### config.mk
export PLATFORM = sky130hd
export DESIGN_NAME = joystick_drive_and_cursor
export DESIGN_NICKNAME = d
export VERILOG_FILES = /design/src/sv/jdc_pkg.sv /design/src/sv/jdc_mix.sv /design/src/sv/jdc_div.sv /design/src/sv/jdc_nav.sv /design/src/sv/joystick_drive_and_cursor.sv
export SDC_FILE = /design/constraint.sdc
export NUM_CORES = 1
export LEC_CHECK = 0
export BUFFER_PORTS_ARGS = -buffer_cell sky130_fd_sc_hd__buf_2
export CAP_MARGIN = 20
export CORE_ASPECT_RATIO = 0.9
export CORE_MARGIN = 5
export CORE_UTILIZATION = 61
export CTS_CLUSTER_DIAMETER = 30
export CTS_CLUSTER_SIZE = 24
export DETAILED_ROUTE_END_ITERATION = 8
export GPL_ROUTABILITY_DRIVEN = 0
export GPL_TIMING_DRIVEN = 0
export PLACE_DENSITY = 0.89
export SLEW_MARGIN = 0
export SYNTH_ARGS = -nofsm -noshare
export SYNTH_HDL_FRONTEND = slang
export SYNTH_HIERARCHICAL = 1
export SYNTH_SLANG_ARGS = --single-unit
### constraint.sdc
create_clock -name clk -period 3.88 [get_ports clk]
set_input_delay 0.388 -clock clk [delete_from_list [all_inputs] [get_ports clk]]
set_output_delay 0.388 -clock clk [all_outputs]
set_load 0.03 [all_outputs]
### src/sv/jdc_pkg.sv
// ----------------------------------------------------------------------------
// jdc_pkg
// shared types and constants for the joystick drive and cursor block
// ----------------------------------------------------------------------------
`default_nettype none

package jdc_pkg;

	localparam int unsigned SAMPLE_W  = 8;
	localparam int unsigned SPEED_W   = 8;
	localparam int unsigned DIV_W     = 2;
	localparam int unsigned CURSOR_W  = 6;

	// axis snapping
	localparam logic [SAMPLE_W-1:0] SNAP_LO     = 8'd8;
	localparam logic [SAMPLE_W-1:0] SNAP_HI     = 8'd248;
	localparam logic [SAMPLE_W-1:0] SNAP_CTR_LO = 8'd120;
	localparam logic [SAMPLE_W-1:0] SNAP_CTR_HI = 8'd136;
	localparam logic [SAMPLE_W-1:0] AXIS_CTR    = 8'd128;
	localparam logic [SAMPLE_W-1:0] AXIS_MAX    = 8'd255;

	// navigation centre band
	localparam logic [SAMPLE_W-1:0] NAV_LO = 8'd64;
	localparam logic [SAMPLE_W-1:0] NAV_HI = 8'd192;

	// cursor grid: 3 rows by 16 columns
	localparam logic [CURSOR_W:0] ROW_STEP   = 7'd16;
	localparam logic [CURSOR_W:0] GRID_CELLS = 7'd48;

	localparam logic [DIV_W-1:0] DIV_ONE = 2'd1;
	localparam logic [DIV_W-1:0] DIV_MAX = 2'd3;

	typedef struct packed {
		logic up;
		logic down;
		logic left;
		logic right;
	} jdc_moves_t;

	// a zero divisor is treated as one
	function automatic logic [DIV_W-1:0] eff_div(input logic [DIV_W-1:0] d);
		eff_div = (d == '0) ? DIV_ONE : d;
	endfunction

endpackage

`default_nettype wire

### src/sv/jdc_mix.sv
// ----------------------------------------------------------------------------
// jdc_mix
// axis snapping, arcade mixing, saturation and deadband
// ----------------------------------------------------------------------------
`default_nettype none

module jdc_mix (
	input  wire logic        [jdc_pkg::SAMPLE_W-1:0] vert,
	input  wire logic        [jdc_pkg::SAMPLE_W-1:0] horz,
	output      logic signed [jdc_pkg::SPEED_W-1:0]  left_mix,
	output      logic signed [jdc_pkg::SPEED_W-1:0]  right_mix
);
	import jdc_pkg::*;

	function automatic logic [SAMPLE_W-1:0] snap(input logic [SAMPLE_W-1:0] a);
		priority if (a < SNAP_LO)                       snap = '0;
		else if (a > SNAP_HI)                           snap = AXIS_MAX;
		else if ((a > SNAP_CTR_LO) && (a < SNAP_CTR_HI)) snap = AXIS_CTR;
		else                                            snap = a;
	endfunction

	function automatic logic signed [SPEED_W-1:0] shape(input logic signed [9:0] s);
		priority if (s < -10'sd127)                         shape = -8'sd127;
		else if (s > 10'sd127)                              shape = 8'sd127;
		else if ((s > -10'sd2) && (s < 10'sd2))             shape = '0;
		else                                                shape = s[SPEED_W-1:0];
	endfunction

	logic [SAMPLE_W-1:0] v_snap;
	logic [SAMPLE_W-1:0] h_snap;
	logic signed [9:0]   left_raw;
	logic signed [9:0]   right_raw;

	always_comb begin
		v_snap    = snap(vert);
		h_snap    = snap(horz);
		left_raw  = $signed({2'b00, v_snap}) - $signed({2'b00, h_snap});
		// v + h - 256
		right_raw = $signed({2'b00, v_snap}) + $signed({2'b00, h_snap}) - 10'sd256;
		left_mix  = shape(left_raw);
		right_mix = shape(right_raw);
	end

endmodule

`default_nettype wire

### src/sv/jdc_div.sv
// ----------------------------------------------------------------------------
// jdc_div
// shared radix-4 restoring divider for the wheel speeds, truncates to zero
// ----------------------------------------------------------------------------
`default_nettype none

module jdc_div (
	input  wire logic                               clk,
	input  wire logic                               arst_n,
	input  wire logic                               start,
	input  wire logic signed [jdc_pkg::SPEED_W-1:0] dividend,
	input  wire logic        [jdc_pkg::DIV_W-1:0]   divisor,
	output      logic                               done,
	output      logic signed [jdc_pkg::SPEED_W-1:0] quotient
);
	import jdc_pkg::*;

	logic                busy_q;
	logic                done_q;
	logic [1:0]          cnt_q;
	logic                neg_q;
	logic [DIV_W-1:0]    dvs_q;
	logic [SPEED_W-1:0]  num_q;
	logic [SPEED_W-1:0]  quo_q;
	logic [1:0]          rem_q;

	logic [3:0] part;
	logic [3:0] d1;
	logic [3:0] d2;
	logic [3:0] d3;
	logic [1:0] digit;
	logic [3:0] rem_next;

	always_comb begin
		part = {rem_q, num_q[SPEED_W-1 -: 2]};
		d1   = {2'b00, dvs_q};
		d2   = {1'b0, dvs_q, 1'b0};
		d3   = d1 + d2;
		priority if (part >= d3) begin
			digit    = 2'd3;
			rem_next = part - d3;
		end else if (part >= d2) begin
			digit    = 2'd2;
			rem_next = part - d2;
		end else if (part >= d1) begin
			digit    = 2'd1;
			rem_next = part - d1;
		end else begin
			digit    = 2'd0;
			rem_next = part;
		end
	end

	always_ff @(posedge clk or negedge arst_n) begin
		if (!arst_n) begin
			busy_q <= 1'b0;
			done_q <= 1'b0;
			cnt_q  <= '0;
		end else begin
			done_q <= busy_q && (cnt_q == 2'd3);
			if (start) begin
				busy_q <= 1'b1;
				cnt_q  <= '0;
			end else if (busy_q) begin
				cnt_q <= cnt_q + 2'd1;
				if (cnt_q == 2'd3) begin
					busy_q <= 1'b0;
				end
			end
		end
	end

	always_ff @(posedge clk) begin
		if (start) begin
			neg_q <= dividend[SPEED_W-1];
			num_q <= dividend[SPEED_W-1] ? SPEED_W'(-dividend) : dividend;
			dvs_q <= divisor;
			quo_q <= '0;
			rem_q <= '0;
		end else if (busy_q) begin
			num_q <= {num_q[SPEED_W-3:0], 2'b00};
			quo_q <= {quo_q[SPEED_W-3:0], digit};
			rem_q <= rem_next[1:0];
		end
	end

	assign done     = done_q;
	assign quotient = neg_q ? SPEED_W'(-quo_q) : quo_q;

endmodule

`default_nettype wire

### src/sv/jdc_nav.sv
// ----------------------------------------------------------------------------
// jdc_nav
// centre-return hysteresis and wrapping cursor on a 3 by 16 grid
// ----------------------------------------------------------------------------
`default_nettype none

module jdc_nav (
	input  wire logic                            clk,
	input  wire logic                            arst_n,
	input  wire logic                            update,
	input  wire logic                            clear,
	input  wire logic [jdc_pkg::SAMPLE_W-1:0]    vert,
	input  wire logic [jdc_pkg::SAMPLE_W-1:0]    horz,
	output      jdc_pkg::jdc_moves_t             moves,
	output      logic [jdc_pkg::CURSOR_W-1:0]    cursor
);
	import jdc_pkg::*;

	logic                vert_cent_q;
	logic                horz_cent_q;
	logic [CURSOR_W-1:0] cursor_q;
	jdc_moves_t          moves_q;

	logic                v_in_band;
	logic                h_in_band;
	logic                v_fire;
	logic                h_fire;
	logic [CURSOR_W:0]   c_mid;
	logic [CURSOR_W:0]   c_end;
	jdc_moves_t          moves_d;

	always_comb begin
		v_in_band = (vert > NAV_LO) && (vert < NAV_HI);
		h_in_band = (horz > NAV_LO) && (horz < NAV_HI);
		v_fire    = !v_in_band && vert_cent_q;
		h_fire    = !h_in_band && horz_cent_q;
		moves_d   = '0;
		c_mid     = {1'b0, cursor_q};
		if (v_fire) begin
			if (vert > AXIS_CTR) begin
				moves_d.up = 1'b1;
				c_mid = (c_mid < ROW_STEP) ? c_mid + (GRID_CELLS - ROW_STEP) : c_mid - ROW_STEP;
			end else begin
				moves_d.down = 1'b1;
				c_mid = c_mid + ROW_STEP;
				if (c_mid > GRID_CELLS - 7'd1) begin
					c_mid = c_mid - GRID_CELLS;
				end
			end
		end
		c_end = c_mid;
		if (h_fire) begin
			if (horz > AXIS_CTR) begin
				moves_d.left = 1'b1;
				// column 0 wraps to column 15 of the same row
				if (c_end[3:0] == 4'd0 && c_end[CURSOR_W:4] < 3'd3) begin
					c_end = c_end + ROW_STEP;
				end
				c_end = c_end - 7'd1;
			end else begin
				moves_d.right = 1'b1;
				c_end = c_end + 7'd1;
				if (c_end == 7'd16 || c_end == 7'd32 || c_end == 7'd48) begin
					c_end = c_end - ROW_STEP;
				end
			end
		end
	end

	always_ff @(posedge clk or negedge arst_n) begin
		if (!arst_n) begin
			vert_cent_q <= 1'b0;
			horz_cent_q <= 1'b0;
			cursor_q    <= '0;
			moves_q     <= '0;
		end else if (update) begin
			vert_cent_q <= v_in_band;
			horz_cent_q <= h_in_band;
			cursor_q    <= c_end[CURSOR_W-1:0];
			moves_q     <= moves_d;
		end else if (clear) begin
			moves_q <= '0;
		end
	end

	assign moves  = moves_q;
	assign cursor = cursor_q;

endmodule

`default_nettype wire

### src/sv/joystick_drive_and_cursor.sv
// ----------------------------------------------------------------------------
// joystick_drive_and_cursor
// joystick mixer for a two-wheel drive plus a menu cursor
// ----------------------------------------------------------------------------
// one request on s_axis carries a vertical and a horizontal sample in tdata and
// the drive-mode and speed-button flags in tuser. each request yields exactly
// one result on m_axis: both wheel speeds, the speed divisor, four navigation
// events and the cursor index.
// in drive mode the samples are snapped and mixed in the accept cycle, then a
// shared radix-4 divider takes the left and then the right speed, four steps
// each with a handoff between; the result register loads from ST_OUT once
// both quotients are in, and s_axis_tready stays low until then, so a drive
// request is not taken before the last result has loaded.
// a navigation request updates the cursor at accept and needs no division: the
// result register loads from ST_OUT after accept; s_axis_tready stays low until then.
// the result sits in an output register, so a stalled m_axis holds the result
// while the next request is already accepted; a further one waits for the slot.
// reset sets the divisor to 1, the cursor to 0 and clears both centre flags.
// ----------------------------------------------------------------------------
`default_nettype none

module joystick_drive_and_cursor (
	input  wire logic        clk,
	input  wire logic        arst_n,
	input  wire logic        s_axis_tvalid,
	output      logic        s_axis_tready,
	input  wire logic [15:0] s_axis_tdata,  // vert_sample, horz_sample
	input  wire logic [1:0]  s_axis_tuser,  // drive_mode, speed_step
	output      logic        m_axis_tvalid,
	input  wire logic        m_axis_tready,
	// left_speed, right_speed, speed_divisor, move_up, move_down, move_left,
	// move_right, cursor_position, zero fill
	output      logic [31:0] m_axis_tdata
);
	import jdc_pkg::*;

	typedef enum logic [3:0] {
		ST_IDLE = 4'b0001,
		ST_DIVL = 4'b0010,
		ST_DIVR = 4'b0100,
		ST_OUT  = 4'b1000
	} jdc_state_t;

	jdc_state_t state_q;

	logic [SAMPLE_W-1:0]        vert;
	logic [SAMPLE_W-1:0]        horz;
	logic                       drive;
	logic                       step;
	logic                       accept;
	logic [DIV_W-1:0]           div_q;
	logic [DIV_W-1:0]           div_next;
	logic signed [SPEED_W-1:0]  left_mix;
	logic signed [SPEED_W-1:0]  right_mix;
	logic signed [SPEED_W-1:0]  lspd_q;
	logic signed [SPEED_W-1:0]  rspd_q;
	logic                       dv_start;
	logic signed [SPEED_W-1:0]  dv_operand;
	logic [DIV_W-1:0]           dv_divisor;
	logic                       dv_done;
	logic signed [SPEED_W-1:0]  dv_quot;
	jdc_moves_t                 moves;
	logic [CURSOR_W-1:0]        cursor;
	logic                       out_free;
	logic                       m_valid_q;
	logic [31:0]                m_data_q;

	assign vert   = s_axis_tdata[7:0];
	assign horz   = s_axis_tdata[15:8];
	assign drive  = s_axis_tuser[0];
	assign step   = s_axis_tuser[1];
	assign s_axis_tready = (state_q == ST_IDLE);
	assign accept = s_axis_tvalid && s_axis_tready;
	assign out_free = !m_valid_q || m_axis_tready;

	always_comb begin
		div_next = div_q;
		if (drive && step) begin
			div_next = (div_q == DIV_MAX || div_q == '0) ? DIV_ONE : div_q + DIV_ONE;
		end
	end

	jdc_mix u_mix (
		.vert      (vert),
		.horz      (horz),
		.left_mix  (left_mix),
		.right_mix (right_mix)
	);

	assign dv_start   = (accept && drive) || (state_q == ST_DIVL && dv_done);
	assign dv_operand = (state_q == ST_IDLE) ? left_mix : rspd_q;
	assign dv_divisor = (state_q == ST_IDLE) ? eff_div(div_next) : eff_div(div_q);

	jdc_div u_div (
		.clk      (clk),
		.arst_n   (arst_n),
		.start    (dv_start),
		.dividend (dv_operand),
		.divisor  (dv_divisor),
		.done     (dv_done),
		.quotient (dv_quot)
	);

	jdc_nav u_nav (
		.clk    (clk),
		.arst_n (arst_n),
		.update (accept && !drive),
		.clear  (accept && drive),
		.vert   (vert),
		.horz   (horz),
		.moves  (moves),
		.cursor (cursor)
	);

	always_ff @(posedge clk or negedge arst_n) begin
		if (!arst_n) begin
			state_q   <= ST_IDLE;
			div_q     <= DIV_ONE;
			m_valid_q <= 1'b0;
		end else begin
			if (state_q == ST_OUT && out_free) begin
				m_valid_q <= 1'b1;
			end else if (m_axis_tready) begin
				m_valid_q <= 1'b0;
			end
			unique case (state_q)
				ST_IDLE: begin
					if (accept) begin
						div_q   <= div_next;
						state_q <= drive ? ST_DIVL : ST_OUT;
					end
				end
				ST_DIVL: begin
					if (dv_done) begin
						state_q <= ST_DIVR;
					end
				end
				ST_DIVR: begin
					if (dv_done) begin
						state_q <= ST_OUT;
					end
				end
				ST_OUT: begin
					if (out_free) begin
						state_q <= ST_IDLE;
					end
				end
				default: begin
					state_q <= ST_IDLE;
				end
			endcase
		end
	end

	always_ff @(posedge clk) begin
		if (accept) begin
			lspd_q <= drive ? left_mix : '0;
			rspd_q <= drive ? right_mix : '0;
		end else if (state_q == ST_DIVL && dv_done) begin
			lspd_q <= dv_quot;
		end else if (state_q == ST_DIVR && dv_done) begin
			rspd_q <= dv_quot;
		end
		if (state_q == ST_OUT && out_free) begin
			m_data_q <= {4'b0000, cursor, moves.right, moves.left, moves.down, moves.up,
				div_q, rspd_q, lspd_q};
		end
	end

	assign m_axis_tvalid = m_valid_q;
	assign m_axis_tdata  = m_data_q;

endmodule

`default_nettype wire

==> summary.txt <==
Floorplanning
  • Die area: 0.01238 sq mm
  • # rows: 35
  • Initial Utilization: 0.6181
  • Die height: around 110 microns
  • Die width: 116.7 microns
  • Core area: around 0.01 sq mm
  • I/O pin cnt: 56

Worst setup path
  • Reg2reg setup slack: 0.27 ns
  • CP Class: input port to register
  • R2R depth: 14
  • Worst endpoint required time: between 3 and 4 ns
  • Worst Setup End Kind: register
  • Reg2reg start: u_nav/cursor[4]
  • CP Max Fanout: 6
  • Crit path DAT: approximately 4.7 ns
  • Worst Setup Start Kind: input port
  • RR Endpoint: u_nav/cursor[4]

Synthesis
  • Async SR Flop Fraction: 0.2614
  • Yosys warnings: 6
  • Cells after synthesis: around 630
  • Syn avg cell area: ~10 sq um
  • Mapped cell area: approximately 0.0063 sq mm
  • Register bit total from synthesis: 88
  • Sequential cell area fraction in the yosys report: 0.3886
  • Synth Flop Type: edfxtp_1
  • Post-synth cell types: 100
  • Post-synth EDFFs: 55

STA
  • Setup violators final: 7
  • Fin crit period: around 4.6 ns
  • Rel. slew slack: 0.5520
  • Setup Skew: roughly 0.0081 ns
  • Endpoints failing hold: 0
  • Slew Limit Fails: 0
  • Max Clk Rate: around 220 MHz
  • Setup WS post-layout: -0.7583 ns
  • Fin crit share: 1.195
  • RSZ-0062 raised after global routing: yes
  • Worst slew pin tran: between 0.6 and 0.7 ns

Run status
  • Failing checks: setup timing
  • Status: finished with violations

Run
  • MaxCap Viol Count: 0

Placement
  • Post-Place Setup Slack: -1.249 ns
  • DP Wirelength: 11,370 microns
  • Port bufs: just over 50

Clock network
  • Cts bufs inserted: 9
  • Hold Buf Count CTS: 0
  • Skew-Pair Late Insertion Delay: about 0.34 ns
  • Clock transition at path regs: roughly 0.070 ns
  • CTS tree: built
  • CTS H-Tree Depth: 3
  • Root Driver: clkbuf_16
  • Max clock buf depth: 2
  • CTS sink cnt: slightly below 90

Pwr
  • Maximum VDD drop: between 0.4 and 0.5 mV
  • Pwr/cell area: 727.0 mW/mm^2
  • Leak: 3.204 nW
  • Design Power: ~5.6 mW

Drt
  • Post-route ant nets: 0
  • Wire per inst: slightly above 20 microns
  • Via density: 6.513
  • Detailed Route WL: 17,570 microns
  • DR vias: between 5,000 and 6,000
  • DRT iter0 DRCs: slightly below 500
  • Drt first pass iters: 5
  • # DRC: 0

Global route
  • Pin count of the biggest net entering global routing: 24
  • GRT Overall Usage: 0.2829
  • First-pass GRT wire length: 27,950 microns
  • Vias in the first global route: 5,558
  • Initial antenna violation count: 0
  • Congestion Overflow GR: 0

Layout
  • Diodes inserted: 0
  • Synth-to-layout area growth: 22.53%
  • Fraction of layout cells with a size suffix above 1: 0.3022
  • Final Util: 0.7573
  • Nets: 791

Min path
  • HP Class: input port to async pin
[synth_stat cells (7+ instances only)]
cell | count | area share
ha_1 | 42 | 0.084
edfxtp_1 | 55 | 0.26
mux2i_1 | 11 | 0.018
nand2_1 | 35 | 0.021
mux2_2 | 11 | 0.020
and2_1 | 9 | 0.0090
o21ai_1 | 7 | 0.0056
dfrtp_1 | 21 | 0.084
nor3_1 | 13 | 0.010
a22o_1 | 19 | 0.027
nor2b_1 | 7 | 0.0070
clkbuf_1 | 14 | 0.0084
nor2_1 | 49 | 0.029
o21ai_0 | 22 | 0.018
nand2b_1 | 8 | 0.0080
inv_1 | 49 | 0.029
nand3_1 | 7 | 0.0056
buf_2 | 8 | 0.0064
dfxtp_1 | 10 | 0.032
a31oi_1 | 7 | 0.0070
a21oi_1 | 32 | 0.026
o31ai_1 | 8 | 0.0096
xnor2_1 | 17 | 0.024
nand4_1 | 7 | 0.0070
xor2_1 | 11 | 0.015
[per-stage QoR]
| step | hold slack [ns] | TNS [ns] | cells | instance area, sq um |
|---|---|---|---|---|
| detailed placement | 0.4063 | -8.648 | 811 | 6910 |
| global route | 0.08058 | -4.510 | 857 | 7661 |
| finish | 0.04032 | -3.921 | 857 | 7661 |
| CTS | 0.05633 | -3.039 | 849 | 7562 |
| floorplan | 0.09241 | -2.784 | 630 | 6455 |
| global placement | 0.3962 | -6.394 | 810 | 6872 |
[worst max-delay path, stage by stage]
cell and delay, ns:
buf_6 0.10, or4_4 0.58, a31oi_4 0.25, ha_4 0.18, fa_2 0.22, nand2b_4 0.16
a211oi_2 0.07, o31a_1 0.29, o21bai_4 0.19, or4_4 0.57, a31oi_4 0.24, o21ai_2 0.11
mux2_4 0.29, inv_2 0.07, ha_4 0.12, or3b_4 0.41, o31ai_4 0.18, xor2_1 0.18
a21oi_1 0.10
[logic make-up (layout without fill, tap and decap cells)]
kind of cell	Yosys count	in the layout	share of synthesized area
buf+inv	83	181	0.05984
xor+xnor	30	30	0.04443
simple gates	185	185	0.1649
compound gates	171	171	0.2049
other cells	1	4	0.0005998
flops	88	88	0.3886
fa+ha+maj	46	46	0.09686
mux	23	23	0.03982
[where the power goes]
| part | switching [mW] | internal (mW) | leakage (nW) |
|---|---|---|---|
| clock | 0.370 | 0.506 | 0.146 |
| combinational | 1.72 | 1.25 | 2.17 |
| sequential | 0.274 | 1.45 | 0.889 |
[worst max-delay path by stage]
stage / from / endpoint / slack, ns / cells after the start
6_report: s_axis_tdata[3] / u_div/num_q[6] / -0.76 / 19
5_1_grt: s_axis_tdata[12] / u_div/num_q[6] / -0.87 / 19
4_1_cts: s_axis_tdata[4] / u_div/num_q[6] / -0.66 / 19
3_5_place_dp: s_axis_tdata[6] / u_div/num_q[6] / -1.25 / 22
3_3_place_gp: s_axis_tdata[6] / u_div/num_q[6] / -1.11 / 22
2_1_floorplan: s_axis_tdata[14] / u_div/num_q[6] / -0.68 / 21
[placed cells by master (no fill, tap or decap), types with 7 or more instances in the layout]
cell type   n
edfxtp_1   55
buf_2      54
inv_1      45
nor2_1     45
buf_4      36
ha_1       36
nand2_1    33
a21oi_1    26
o21ai_0    21
dfrtp_1    21
a22o_1     19
xnor2_1    16
buf_6      13
mux2i_1    11
xor2_1     10
dfxtp_1    10
and2_1      9
clkbuf_1    9
nor3_1      9
clkbuf_16   9
mux2_2      8
nand2b_1    8
nand4_1     7
nand3_1     7
o21ai_1     7
[area by class of cell]
class | instances | area (sq um)
timing repair buffer | 87 | 591.8
fill | 612 | 2455
multi-input combinational | 459 | 3816
clock inverter | 7 | 78.83
inverter | 51 | 193.9
tap | 129 | 161.4
clock buffer | 9 | 225.2
buffer | 27 | 163.9
sequential | 88 | 2430
[registers in the layout, indices dropped and copies added (netlist names), 4 cells and up]
register      count
m_axis_tdata     28
state_q           4
u_div/num_q       8
u_nav/moves       4
u_div/quo_q       8
rspd_q            8
lspd_q            8
u_nav/cursor      6
[repair_timing]
action | in CTS | in global routing
resized for setup | 38 | 9
setup endpoints to repair | 8 | 9
setup buffers | 27 | 8
pin swaps | 33 | 20
cloned | 0 | 0
[per-layer routing]
layer,GRT usage,wire length (microns),up-vias
li1,-,-,2499
met1,0.3611,6750,2683
met2,0.4793,8760,318
met3,0.04098,1370,82
met5,0,0,-
met4,0.1130,689,0
Power figures use the tool's default switching activity.
